$ cat config.mk
export PLATFORM = sky130hd
export DESIGN_NAME = timed_report_fetch_sequencer_core
export DESIGN_NICKNAME = d
export VERILOG_FILES = /design/src/tfs_pkg.sv /design/src/timed_report_fetch_sequencer_core.sv /design/src/tfs_cfg.sv /design/src/tfs_step.sv /design/src/tfs_outq.sv
export SDC_FILE = /design/constraint.sdc
export NUM_CORES = 1
export LEC_CHECK = 0
export BUFFER_PORTS_ARGS = -buffer_cell sky130_fd_sc_hd__buf_2
export CAP_MARGIN = 15
export CORE_MARGIN = 3
export CORE_UTILIZATION = 30
export CTS_CLUSTER_DIAMETER = 50
export CTS_CLUSTER_SIZE = 30
export DETAILED_ROUTE_END_ITERATION = 8
export PLACE_DENSITY_LB_ADDON = 0.2
export SLEW_MARGIN = 20
export SYNTH_ARGS = -nofsm -noshare
export SYNTH_HDL_FRONTEND = slang
export SYNTH_HIERARCHICAL = 1
export SYNTH_SLANG_ARGS = --single-unit
$ cat constraint.sdc
create_clock -name clk -period 11.4 [get_ports clk]
set_clock_uncertainty 0.15 [all_clocks]
set_input_delay 0.57 -clock clk [delete_from_list [all_inputs] [get_ports clk]]
set_output_delay 0.57 -clock clk [all_outputs]
set_load 0.05 [all_outputs]
$ cat src/tfs_pkg.sv
`default_nettype none

package tfs_pkg;

  typedef enum logic [1:0] {
    ACT_TICK     = 2'd0,
    ACT_ATTACH   = 2'd1,
    ACT_WRITE    = 2'd2,
    ACT_SOFT_RST = 2'd3
  } action_t;

  typedef enum logic [1:0] {
    CMD_NONE   = 2'd0,
    CMD_ECHO   = 2'd1,
    CMD_UNLOCK = 2'd2,
    CMD_GET    = 2'd3
  } cmd_t;

  localparam int CFG_IDX_W = 3;

  typedef enum logic [CFG_IDX_W-1:0] {
    REG_PACE        = 3'd0,
    REG_UNLOCK_WAIT = 3'd1,
    REG_RESEND      = 3'd2,
    REG_POLL_BASE   = 3'd3,
    REG_POLL_STEP   = 3'd4,
    REG_REFETCH     = 3'd5
  } cfg_idx_t;

  localparam logic [31:0] PACE_RST        = 32'd80000;
  localparam logic [31:0] UNLOCK_WAIT_RST = 32'd4000000;
  localparam logic [31:0] RESEND_RST      = 32'd500000;
  localparam logic [31:0] POLL_BASE_RST   = 32'd1000000;
  localparam logic [31:0] POLL_STEP_RST   = 32'd250000;
  localparam logic [31:0] REFETCH_RST     = 32'd5500000;

  localparam logic [7:0] FIRST_PROFILE = 8'h70;
  localparam logic [7:0] LAST_PROFILE  = 8'h7B;
  localparam logic [7:0] POLL_REPORT   = 8'h81;
  localparam logic [7:0] SAVE_ID_LO    = 8'h60;
  localparam logic [7:0] SAVE_ID_HI    = 8'h62;
  localparam logic [7:0] NO_REPORT     = 8'h00;

  // post-save chain steps
  localparam logic [3:0] PS_RESEND     = 4'd0;
  localparam logic [3:0] PS_POLL_FIRST = 4'd1;
  localparam logic [3:0] PS_POLL_LAST  = 4'd6;
  localparam logic [3:0] PS_REFETCH    = 4'd7;
  localparam logic [3:0] PS_DONE       = 4'd8;

  typedef struct packed {
    logic [31:0] pace_interval_us;
    logic [31:0] unlock_wait_us;
    logic [31:0] resend_delay_us;
    logic [31:0] poll_base_us;
    logic [31:0] poll_step_us;
    logic [31:0] refetch_delay_us;
  } cfg_regs_t;

  typedef struct packed {
    action_t     action;
    logic [31:0] now_us;
    logic        connected;
    logic        firmware_cached;
    logic [7:0]  write_id;
  } item_t;

  typedef struct packed {
    logic        unlock_waiting;
    logic [31:0] unlock_start_time;
    logic        ready_flag;
    logic        post_save_active;
    logic [31:0] write_time;
    logic [3:0]  post_save_step;
    logic [7:0]  next_fetch_report;
    logic [31:0] last_fetch_time;
    logic        mark_ready_when_done;
  } seq_state_t;

  typedef struct packed {
    logic       two;
    cmd_t       cmd0;
    logic [7:0] rep0;
    cmd_t       cmd1;
    logic [7:0] rep1;
    logic       ready;
  } step_res_t;

  function automatic seq_state_t state_reset();
    seq_state_t s;
    s.unlock_waiting       = 1'b0;
    s.unlock_start_time    = 32'd0;
    s.ready_flag           = 1'b1;
    s.post_save_active     = 1'b0;
    s.write_time           = 32'd0;
    s.post_save_step       = PS_RESEND;
    s.next_fetch_report    = NO_REPORT;
    s.last_fetch_time      = 32'd0;
    s.mark_ready_when_done = 1'b0;
    return s;
  endfunction

endpackage

`default_nettype wire

$ cat src/timed_report_fetch_sequencer_core.sv
`default_nettype none

// Timed report fetch sequencer. Each input beat (tick, attach, profile write
// or soft reset) yields one or two result beats with the command to issue,
// the report to fetch, the snapshot-ready flag and a last marker. A beat is
// held in an input register and processed into a two-entry result buffer;
// beats are never processed back to back, because the registered
// status-poll threshold (base plus step times poll count) is refreshed in
// the cycle after every state update or register write. A held beat waits
// while the result buffer cannot take its results. Configuration writes are
// always ready.
module timed_report_fetch_sequencer_core (
  input  wire logic                          clk,
  input  wire logic                          rst_n,
  input  wire logic                          in_valid,
  output logic                               in_ready,
  input  wire logic [1:0]                    in_action,
  input  wire logic [31:0]                   in_now_us,
  input  wire logic                          in_connected,
  input  wire logic                          in_firmware_cached,
  input  wire logic [7:0]                    in_write_id,
  output logic                               out_valid,
  input  wire logic                          out_ready,
  output logic [1:0]                         out_command,
  output logic [7:0]                         out_command_report,
  output logic                               out_snap_ready,
  output logic                               out_last,
  input  wire logic                          cfg_valid,
  output logic                               cfg_ready,
  input  wire logic [tfs_pkg::CFG_IDX_W-1:0] cfg_index,
  input  wire logic [31:0]                   cfg_data
);
  import tfs_pkg::*;

  cfg_regs_t  regs;
  logic       cfg_we;
  item_t      item_r;
  logic       in_full_r;
  logic       settle_r;
  seq_state_t st_r;
  seq_state_t st_nxt;
  step_res_t  res;
  logic       can_push;
  logic       commit;

  tfs_cfg u_cfg (
    .clk       (clk),
    .rst_n     (rst_n),
    .cfg_valid (cfg_valid),
    .cfg_ready (cfg_ready),
    .cfg_index (cfg_index),
    .cfg_data  (cfg_data),
    .regs      (regs),
    .wr_en     (cfg_we)
  );

  assign commit   = in_full_r && !settle_r && can_push;
  assign in_ready = !in_full_r || commit;

  always_ff @(posedge clk) begin
    if (!rst_n) begin
      in_full_r <= 1'b0;
      settle_r  <= 1'b0;
      st_r      <= state_reset();
    end else begin
      settle_r <= commit || cfg_we;
      if (in_valid && in_ready) begin
        in_full_r <= 1'b1;
      end else if (commit) begin
        in_full_r <= 1'b0;
      end
      if (commit) begin
        st_r <= st_nxt;
      end
    end
  end

  always_ff @(posedge clk) begin
    if (in_valid && in_ready) begin
      item_r.action          <= action_t'(in_action);
      item_r.now_us          <= in_now_us;
      item_r.connected       <= in_connected;
      item_r.firmware_cached <= in_firmware_cached;
      item_r.write_id        <= in_write_id;
    end
  end

  tfs_step u_step (
    .clk    (clk),
    .regs   (regs),
    .st     (st_r),
    .item   (item_r),
    .st_nxt (st_nxt),
    .res    (res)
  );

  tfs_outq u_outq (
    .clk                (clk),
    .rst_n              (rst_n),
    .push               (commit),
    .res                (res),
    .can_push           (can_push),
    .out_valid          (out_valid),
    .out_ready          (out_ready),
    .out_command        (out_command),
    .out_command_report (out_command_report),
    .out_snap_ready     (out_snap_ready),
    .out_last           (out_last)
  );

`ifndef NO_ASSERTIONS
  a_commit_spacing: assert property (@(posedge clk) disable iff (!rst_n)
    commit |=> !commit)
    else $error("beats processed in adjacent cycles");

  a_commit_shows: assert property (@(posedge clk) disable iff (!rst_n)
    commit |=> out_valid)
    else $error("processed beat left no result");

  a_pair_order: assert property (@(posedge clk) disable iff (!rst_n)
    (commit && res.two) |=> (out_valid && !out_last))
    else $error("first of two results marked last");
`endif

endmodule

`default_nettype wire

$ cat src/tfs_cfg.sv
`default_nettype none

module tfs_cfg (
  input  wire logic                          clk,
  input  wire logic                          rst_n,
  input  wire logic                          cfg_valid,
  output logic                               cfg_ready,
  input  wire logic [tfs_pkg::CFG_IDX_W-1:0] cfg_index,
  input  wire logic [31:0]                   cfg_data,
  output tfs_pkg::cfg_regs_t                 regs,
  output logic                               wr_en
);
  import tfs_pkg::*;

  cfg_regs_t regs_r;

  assign cfg_ready = 1'b1;
  assign wr_en     = cfg_valid && cfg_ready;
  assign regs      = regs_r;

  always_ff @(posedge clk) begin
    if (!rst_n) begin
      regs_r.pace_interval_us <= PACE_RST;
      regs_r.unlock_wait_us   <= UNLOCK_WAIT_RST;
      regs_r.resend_delay_us  <= RESEND_RST;
      regs_r.poll_base_us     <= POLL_BASE_RST;
      regs_r.poll_step_us     <= POLL_STEP_RST;
      regs_r.refetch_delay_us <= REFETCH_RST;
    end else if (wr_en) begin
      unique case (cfg_index)
        REG_PACE:        regs_r.pace_interval_us <= cfg_data;
        REG_UNLOCK_WAIT: regs_r.unlock_wait_us   <= cfg_data;
        REG_RESEND:      regs_r.resend_delay_us  <= cfg_data;
        REG_POLL_BASE:   regs_r.poll_base_us     <= cfg_data;
        REG_POLL_STEP:   regs_r.poll_step_us     <= cfg_data;
        REG_REFETCH:     regs_r.refetch_delay_us <= cfg_data;
        default: ;
      endcase
    end
  end

endmodule

`default_nettype wire

$ cat src/tfs_step.sv
`default_nettype none

module tfs_step (
  input  wire logic                clk,
  input  wire tfs_pkg::cfg_regs_t  regs,
  input  wire tfs_pkg::seq_state_t st,
  input  wire tfs_pkg::item_t      item,
  output tfs_pkg::seq_state_t      st_nxt,
  output tfs_pkg::step_res_t       res
);
  import tfs_pkg::*;

  logic [31:0] poll_thr_r;
  logic [31:0] poll_thr_nxt;
  logic [2:0]  poll_k;
  logic [31:0] fetch_since;
  logic [31:0] save_since;
  logic [31:0] unlock_since;
  logic        skip;
  logic        got_fetch;
  cmd_t        ps_cmd;
  logic [7:0]  ps_rep;
  seq_state_t  s;
  step_res_t   r;

  // registered threshold of the current status poll, computed from the held state
  assign poll_k       = st.post_save_step[2:0] - 3'd1;
  assign poll_thr_nxt = regs.poll_base_us + regs.poll_step_us * {29'd0, poll_k};

  always_ff @(posedge clk) begin
    poll_thr_r <= poll_thr_nxt;
  end

  assign fetch_since  = item.now_us - st.last_fetch_time;
  assign save_since   = item.now_us - st.write_time;
  assign unlock_since = item.now_us - st.unlock_start_time;

  always_comb begin
    s         = st;
    r.two     = 1'b0;
    r.cmd0    = CMD_NONE;
    r.rep0    = NO_REPORT;
    r.cmd1    = CMD_NONE;
    r.rep1    = NO_REPORT;
    skip      = 1'b0;
    got_fetch = 1'b0;
    ps_cmd    = CMD_NONE;
    ps_rep    = NO_REPORT;
    unique case (item.action)
      ACT_TICK: begin
        if (st.next_fetch_report != NO_REPORT) begin
          if (!item.connected) begin
            s.next_fetch_report    = NO_REPORT;
            s.mark_ready_when_done = 1'b0;
            skip                   = 1'b1;
          end else if (fetch_since >= regs.pace_interval_us) begin
            s.last_fetch_time = item.now_us;
            r.cmd0            = CMD_GET;
            r.rep0            = st.next_fetch_report;
            got_fetch         = 1'b1;
            if (st.next_fetch_report == LAST_PROFILE) begin
              s.next_fetch_report = NO_REPORT;
              if (st.mark_ready_when_done) begin
                s.mark_ready_when_done = 1'b0;
                s.ready_flag           = 1'b1;
              end
            end else begin
              s.next_fetch_report = st.next_fetch_report + 8'd1;
            end
          end
        end
        if (!skip && st.post_save_active) begin
          if (!item.connected) begin
            s.post_save_active = 1'b0;
            s.write_time       = 32'd0;
            s.post_save_step   = PS_RESEND;
            skip               = 1'b1;
          end else if (st.post_save_step == PS_RESEND &&
                       save_since >= regs.resend_delay_us) begin
            ps_cmd           = CMD_UNLOCK;
            s.post_save_step = PS_POLL_FIRST;
          end else if (st.post_save_step >= PS_POLL_FIRST &&
                       st.post_save_step <= PS_POLL_LAST &&
                       save_since >= poll_thr_r) begin
            ps_cmd           = CMD_GET;
            ps_rep           = POLL_REPORT;
            s.post_save_step = st.post_save_step + 4'd1;
          end else if (st.post_save_step == PS_REFETCH &&
                       save_since >= regs.refetch_delay_us) begin
            s.next_fetch_report    = FIRST_PROFILE;
            s.last_fetch_time      = 32'd0;
            s.mark_ready_when_done = 1'b0;
            s.post_save_step       = PS_DONE;
            s.post_save_active     = 1'b0;
            s.write_time           = 32'd0;
          end
          if (ps_cmd != CMD_NONE) begin
            if (got_fetch) begin
              r.cmd1 = ps_cmd;
              r.rep1 = ps_rep;
              r.two  = 1'b1;
            end else begin
              r.cmd0 = ps_cmd;
              r.rep0 = ps_rep;
            end
          end
        end
        if (!skip && st.unlock_waiting) begin
          if (!item.connected) begin
            s.unlock_waiting = 1'b0;
            s.ready_flag     = 1'b1;
          end else if (unlock_since >= regs.unlock_wait_us) begin
            s.next_fetch_report    = FIRST_PROFILE;
            s.last_fetch_time      = 32'd0;
            s.mark_ready_when_done = 1'b1;
            s.unlock_waiting       = 1'b0;
          end
        end
      end
      ACT_ATTACH: begin
        if (item.firmware_cached) begin
          r.cmd0 = CMD_ECHO;
          r.cmd1 = CMD_UNLOCK;
          r.two  = 1'b1;
        end else begin
          r.cmd0 = CMD_UNLOCK;
        end
        s.unlock_start_time = item.now_us;
        s.unlock_waiting    = 1'b1;
        s.ready_flag        = 1'b0;
      end
      ACT_WRITE: begin
        if (item.write_id >= SAVE_ID_LO && item.write_id <= SAVE_ID_HI) begin
          s.write_time       = item.now_us;
          s.post_save_step   = PS_RESEND;
          s.post_save_active = 1'b1;
        end
      end
      ACT_SOFT_RST: begin
        s = state_reset();
      end
      default: ;
    endcase
    r.ready = s.ready_flag;
  end

  assign st_nxt = s;
  assign res    = r;

endmodule

`default_nettype wire

$ cat src/tfs_outq.sv
`default_nettype none

module tfs_outq (
  input  wire logic                clk,
  input  wire logic                rst_n,
  input  wire logic                push,
  input  wire tfs_pkg::step_res_t  res,
  output logic                     can_push,
  output logic                     out_valid,
  input  wire logic                out_ready,
  output logic [1:0]               out_command,
  output logic [7:0]               out_command_report,
  output logic                     out_snap_ready,
  output logic                     out_last
);
  import tfs_pkg::*;

  logic [1:0] cnt_r;
  cmd_t       cmd0_r;
  logic [7:0] rep0_r;
  logic       last0_r;
  cmd_t       cmd1_r;
  logic [7:0] rep1_r;
  logic       ready_r;
  logic       pop;

  assign out_valid = cnt_r != 2'd0;
  assign pop       = out_valid && out_ready;
  // a push lands only when the buffer is empty or drains this cycle
  assign can_push  = (cnt_r == 2'd0) || (cnt_r == 2'd1 && out_ready);

  always_ff @(posedge clk) begin
    if (!rst_n) begin
      cnt_r <= 2'd0;
    end else if (push) begin
      cnt_r <= res.two ? 2'd2 : 2'd1;
    end else if (pop) begin
      cnt_r <= cnt_r - 2'd1;
    end
  end

  always_ff @(posedge clk) begin
    if (push) begin
      cmd0_r  <= res.cmd0;
      rep0_r  <= res.rep0;
      last0_r <= !res.two;
      cmd1_r  <= res.cmd1;
      rep1_r  <= res.rep1;
      ready_r <= res.ready;
    end else if (pop) begin
      cmd0_r  <= cmd1_r;
      rep0_r  <= rep1_r;
      last0_r <= 1'b1;
    end
  end

  assign out_command        = cmd0_r;
  assign out_command_report = rep0_r;
  assign out_snap_ready     = ready_r;
  assign out_last           = last0_r;

endmodule

`default_nettype wire

==> summary.json <==
{
  "clocking": {
    "tritoncts": "done",
    "postCtsSetupBuffers": 0,
    "hold_buffers": 44,
    "clock_tree.root_cell": "clkbuf_16",
    "cts_num_sinks": 406,
    "tritoncts.num_buffers": 67,
    "cts_resized": 0,
    "cts.clk_slew.worst_paths_ns": 0.05,
    "insertion_delay_ns": 0.62,
    "htree_levels": 3,
    "clock_path_buffers": 3
  },
  "detailed_routing": {
    "first_iter_violations": 1417,
    "route.detailed.vias_per_inst": 4.90,
    "detailroute.via_count": 23124,
    "detailedRoute.firstPassIterationCount": 5,
    "wl_per_cell_um": 17.7,
    "drt-total-wl_mm": 83.6,
    "final_antenna_net_count": 0,
    "drc": 0
  },
  "floorplanning": {
    "core_region_area_um2": 95200,
    "io_pins": 99,
    "start_util_pct": 30.3,
    "die-width_um": 316,
    "design.die.area_um2": 99800,
    "die_height_um": 316,
    "std_cell_rows": 113
  },
  "power_and_ir_drop": {
    "static-leakage-power_nw": 14.7,
    "worst_ir_drop_vdd_mv": 0.102,
    "p_per_area_nw_per_um2": 143
  },
  "logic_synthesis": {
    "synth-async-reset-ratio_pct": 0,
    "synthTopCellsByCount": "425 x nand2_1, 354 x inv_1, 340 x dfxtp_1",
    "synth.most_common_cell": "nand2_1",
    "synth_top_area_share_pct": 23.6,
    "yosys_warnings": 6,
    "netlist_area_um2": 28800,
    "synth-edff-count": 66,
    "synth.top_cells.by_area": "dfxtp_1 24%, ha_1 13%, edfxtp_1 6.9%, mux2i_1 6.8%, nand2_1 5.5%",
    "yosys.cell_types.count": 99,
    "avgSynthCellArea_um2": 8.69,
    "synth.ff_latch_count": 406,
    "synth_instances": 3315,
    "netlist.top_cell.by_area": "dfxtp_1",
    "seq_area_frac_synth_pct": 30.5,
    "synth-main-ff-cell": "dfxtp_1"
  },
  "setup_path": {
    "ff2ff_setup_slack_ns": 4.33,
    "worst-endpoint-arrival_ns": 7.41,
    "cp-end-kind": "register",
    "worstSetupPathType": "reg -> reg",
    "largest_fanout_on_the_critical_path": 17,
    "worstPathRequired_ns": 11.74,
    "cp-start-kind": "register"
  },
  "place": {
    "portBuffers": 97,
    "dpl_worst_slack_ns": 4.47,
    "hpwl_after_detailed_placement_mm": 62.1,
    "gpl.final_weighted_congestion": 0.845
  },
  "timing": {
    "clock.fmax_ghz": 0.141,
    "fin_hold_ws_ns": 0.0691,
    "layout_worst_path_cycle_share_pct": 62.0,
    "timing.final.setup_violations": 0,
    "setup_ws_ns": 4.33,
    "timing.setup.tns_ns": 0,
    "maxSlewViolCount": 0,
    "worst-slew-pin-transition_ns": 1.09,
    "final_hold_viol_count": 0,
    "slew-limit-headroom_pct": 27.6,
    "post-route-min-period_ns": 7.07,
    "rsz0062_at_grt": "no"
  },
  "finish": {
    "area_growth_syn_to_layout_pct": 14.5,
    "num-nets-final": 3844,
    "filler_cell_count": 9939,
    "combined_area_of_the_multi_input_logic_cells_um2": 17800,
    "post_route_cells_drive_above_1_share_pct": 8.29,
    "regArea_um2": 8790,
    "antenna-diode-count": 0,
    "finish.utilization_pct": 34.7
  },
  "global_route": {
    "track_usage_pct": 16.7,
    "first_pass_grt_wire_length_mm": 131,
    "grt_pass1_vias": 22376,
    "maximum_number_of_pins_on_one_net_before_global_route_repair": 146,
    "grt_antenna_before_repair": 3,
    "globalRouteOverflowTotal": 0
  },
  "run": {
    "drv.max_cap_violation_count": 0
  },
  "hold_path": {
    "type_of_the_most_critical_hold_path": "in -> reg"
  },
  "outcome": {
    "status": "finished, final reports clean"
  }
}
## sequential cells by signal (all words and copies together) (netlist names)
| register | flops |
|---|---|
| u_cfg/regs | 192 |
| st_r | 112 |
| item_r | 44 |
| u_step/poll_thr_r | 32 |
| u_outq/out_command_report | 8 |
| u_outq/rep1_r | 8 |
| u_outq/cmd1_r | 2 |
| u_outq/cnt_r | 2 |
| u_outq/out_command | 2 |
| in_full_r | 1 |
| settle_r | 1 |
| u_outq/out_last | 1 |
| u_outq/out_snap_ready | 1 |
## cell usage in the layout (no fill, tap or decap), types with 16 or more instances in the layout
cell type	netlist	routed
a211oi_1	26	26
a21o_1	101	101
a21oi_1	141	141
a22o_1	111	111
and3_1	26	26
buf_2	51	96
buf_4	21	27
clkbuf_16	0	68
dfxtp_1	340	340
dlygate4sd3_1	0	44
edfxtp_1	66	66
fa_1	62	62
ha_1	299	299
inv_1	354	354
mux2i_1	195	195
nand2_1	425	425
nand2b_1	50	50
nand3_1	271	271
nand4_1	29	29
nor2_1	94	93
nor2b_1	93	93
nor3_1	32	32
o211ai_1	18	18
o21a_1	29	29
o21ai_0	58	58
o21ai_1	16	16
o21bai_1	18	18
xnor2_1	75	75
xor2_1	37	36
## path summary, 6_finish.rpt
| kind | startpoint | to | cells after the start |
|---|---|---|---|
| setup / recovery | item_r[10] | st_r[61] | 24 |
| hold / removal | in_valid | in_full_r | 3 |
| setup reg to reg | item_r[10] | st_r[61] | 24 |
| hold reg to reg | u_cfg/regs[158] | u_cfg/regs[158] | 2 |
## power breakdown
| part | switching (mW) | internal, mW | leakage [nW] |
|---|---|---|---|
| Sequential | 0.0505 | 1.54 | 3.39 |
| Clock | 0.831 | 1.21 | 1.10 |
| Combinational | 0.670 | 0.408 | 10.2 |
| Total | 1.55 | 3.16 | 14.7 |
## cells by family after synthesis
family,count (synthesis),share of synthesized area [%]
flip-flops,406,30.5
AND/OR/NAND/NOR,1089,18.3
other,2,0.0261
AO/OA/AOI/OAI,624,15.6
adder cells (fa/ha/maj),361,17.3
XOR/XNOR,112,3.41
multiplexers,205,7.17
buffers and inverters,516,7.74
## metrics by stage
| step | total power, mW | area [um2] | cells |
|---|---|---|---|
| 2_1_floorplan | 2.39 | 28800 | 3320 |
| 3_3_place_gp | 2.69 | 30300 | 4551 |
| 3_5_place_dp | 2.69 | 30300 | 4551 |
| 4_1_cts | 4.79 | 33000 | 4717 |
| 5_1_grt | 4.98 | 33000 | 4717 |
| 6_report | 4.71 | 33000 | 4717 |
## layer usage
| metal | routed length (um) | part of all wire, % | global-route usage [%] | vias to the layer above |
|---|---|---|---|---|
| met3 | 2910 | 3.5 | 2.54 | 109 |
| li1 | - | - | - | 11721 |
| met4 | 1960 | 2.3 | 4.17 | 0 |
| met2 | 39700 | 47 | 28.2 | 353 |
| met5 | 0 | 0 | 0 | - |
| met1 | 39100 | 47 | 22.3 | 10941 |
## worst max-delay path, cell delays in order (launching register included)
cell and delay [ns]:
edfxtp_1 0.40, inv_1 0.14, ha_1 0.19, inv_1 0.05
fa_1 0.40, a21oi_1 0.19, nor2_1 0.10, nor4_1 0.49
o21ai_1 0.23, a31o_1 0.29, a21oi_1 0.27, o21bai_1 0.10
a21oi_1 0.17, xnor2_1 0.16, ha_1 0.33, nand4_1 0.21
nor3_1 0.52, o2111ai_1 0.37, o211ai_1 0.32, and2_1 0.27
a41oi_2 0.57, a21o_1 0.61, a22o_1 0.28, nand3_1 0.07
nand2_1 0.07
## layout make-up
cell class                      count  area share, %
Tap cell                         1265           4.80
Clock buffer                       78           5.42
Multi-Input combinational cell   2398           54.1
Inverter                          357           4.07
Sequential cell                   406           26.6
Clock inverter                     44           1.50
Timing Repair Buffer              169           3.51
Power figures use the tool's default switching activity.
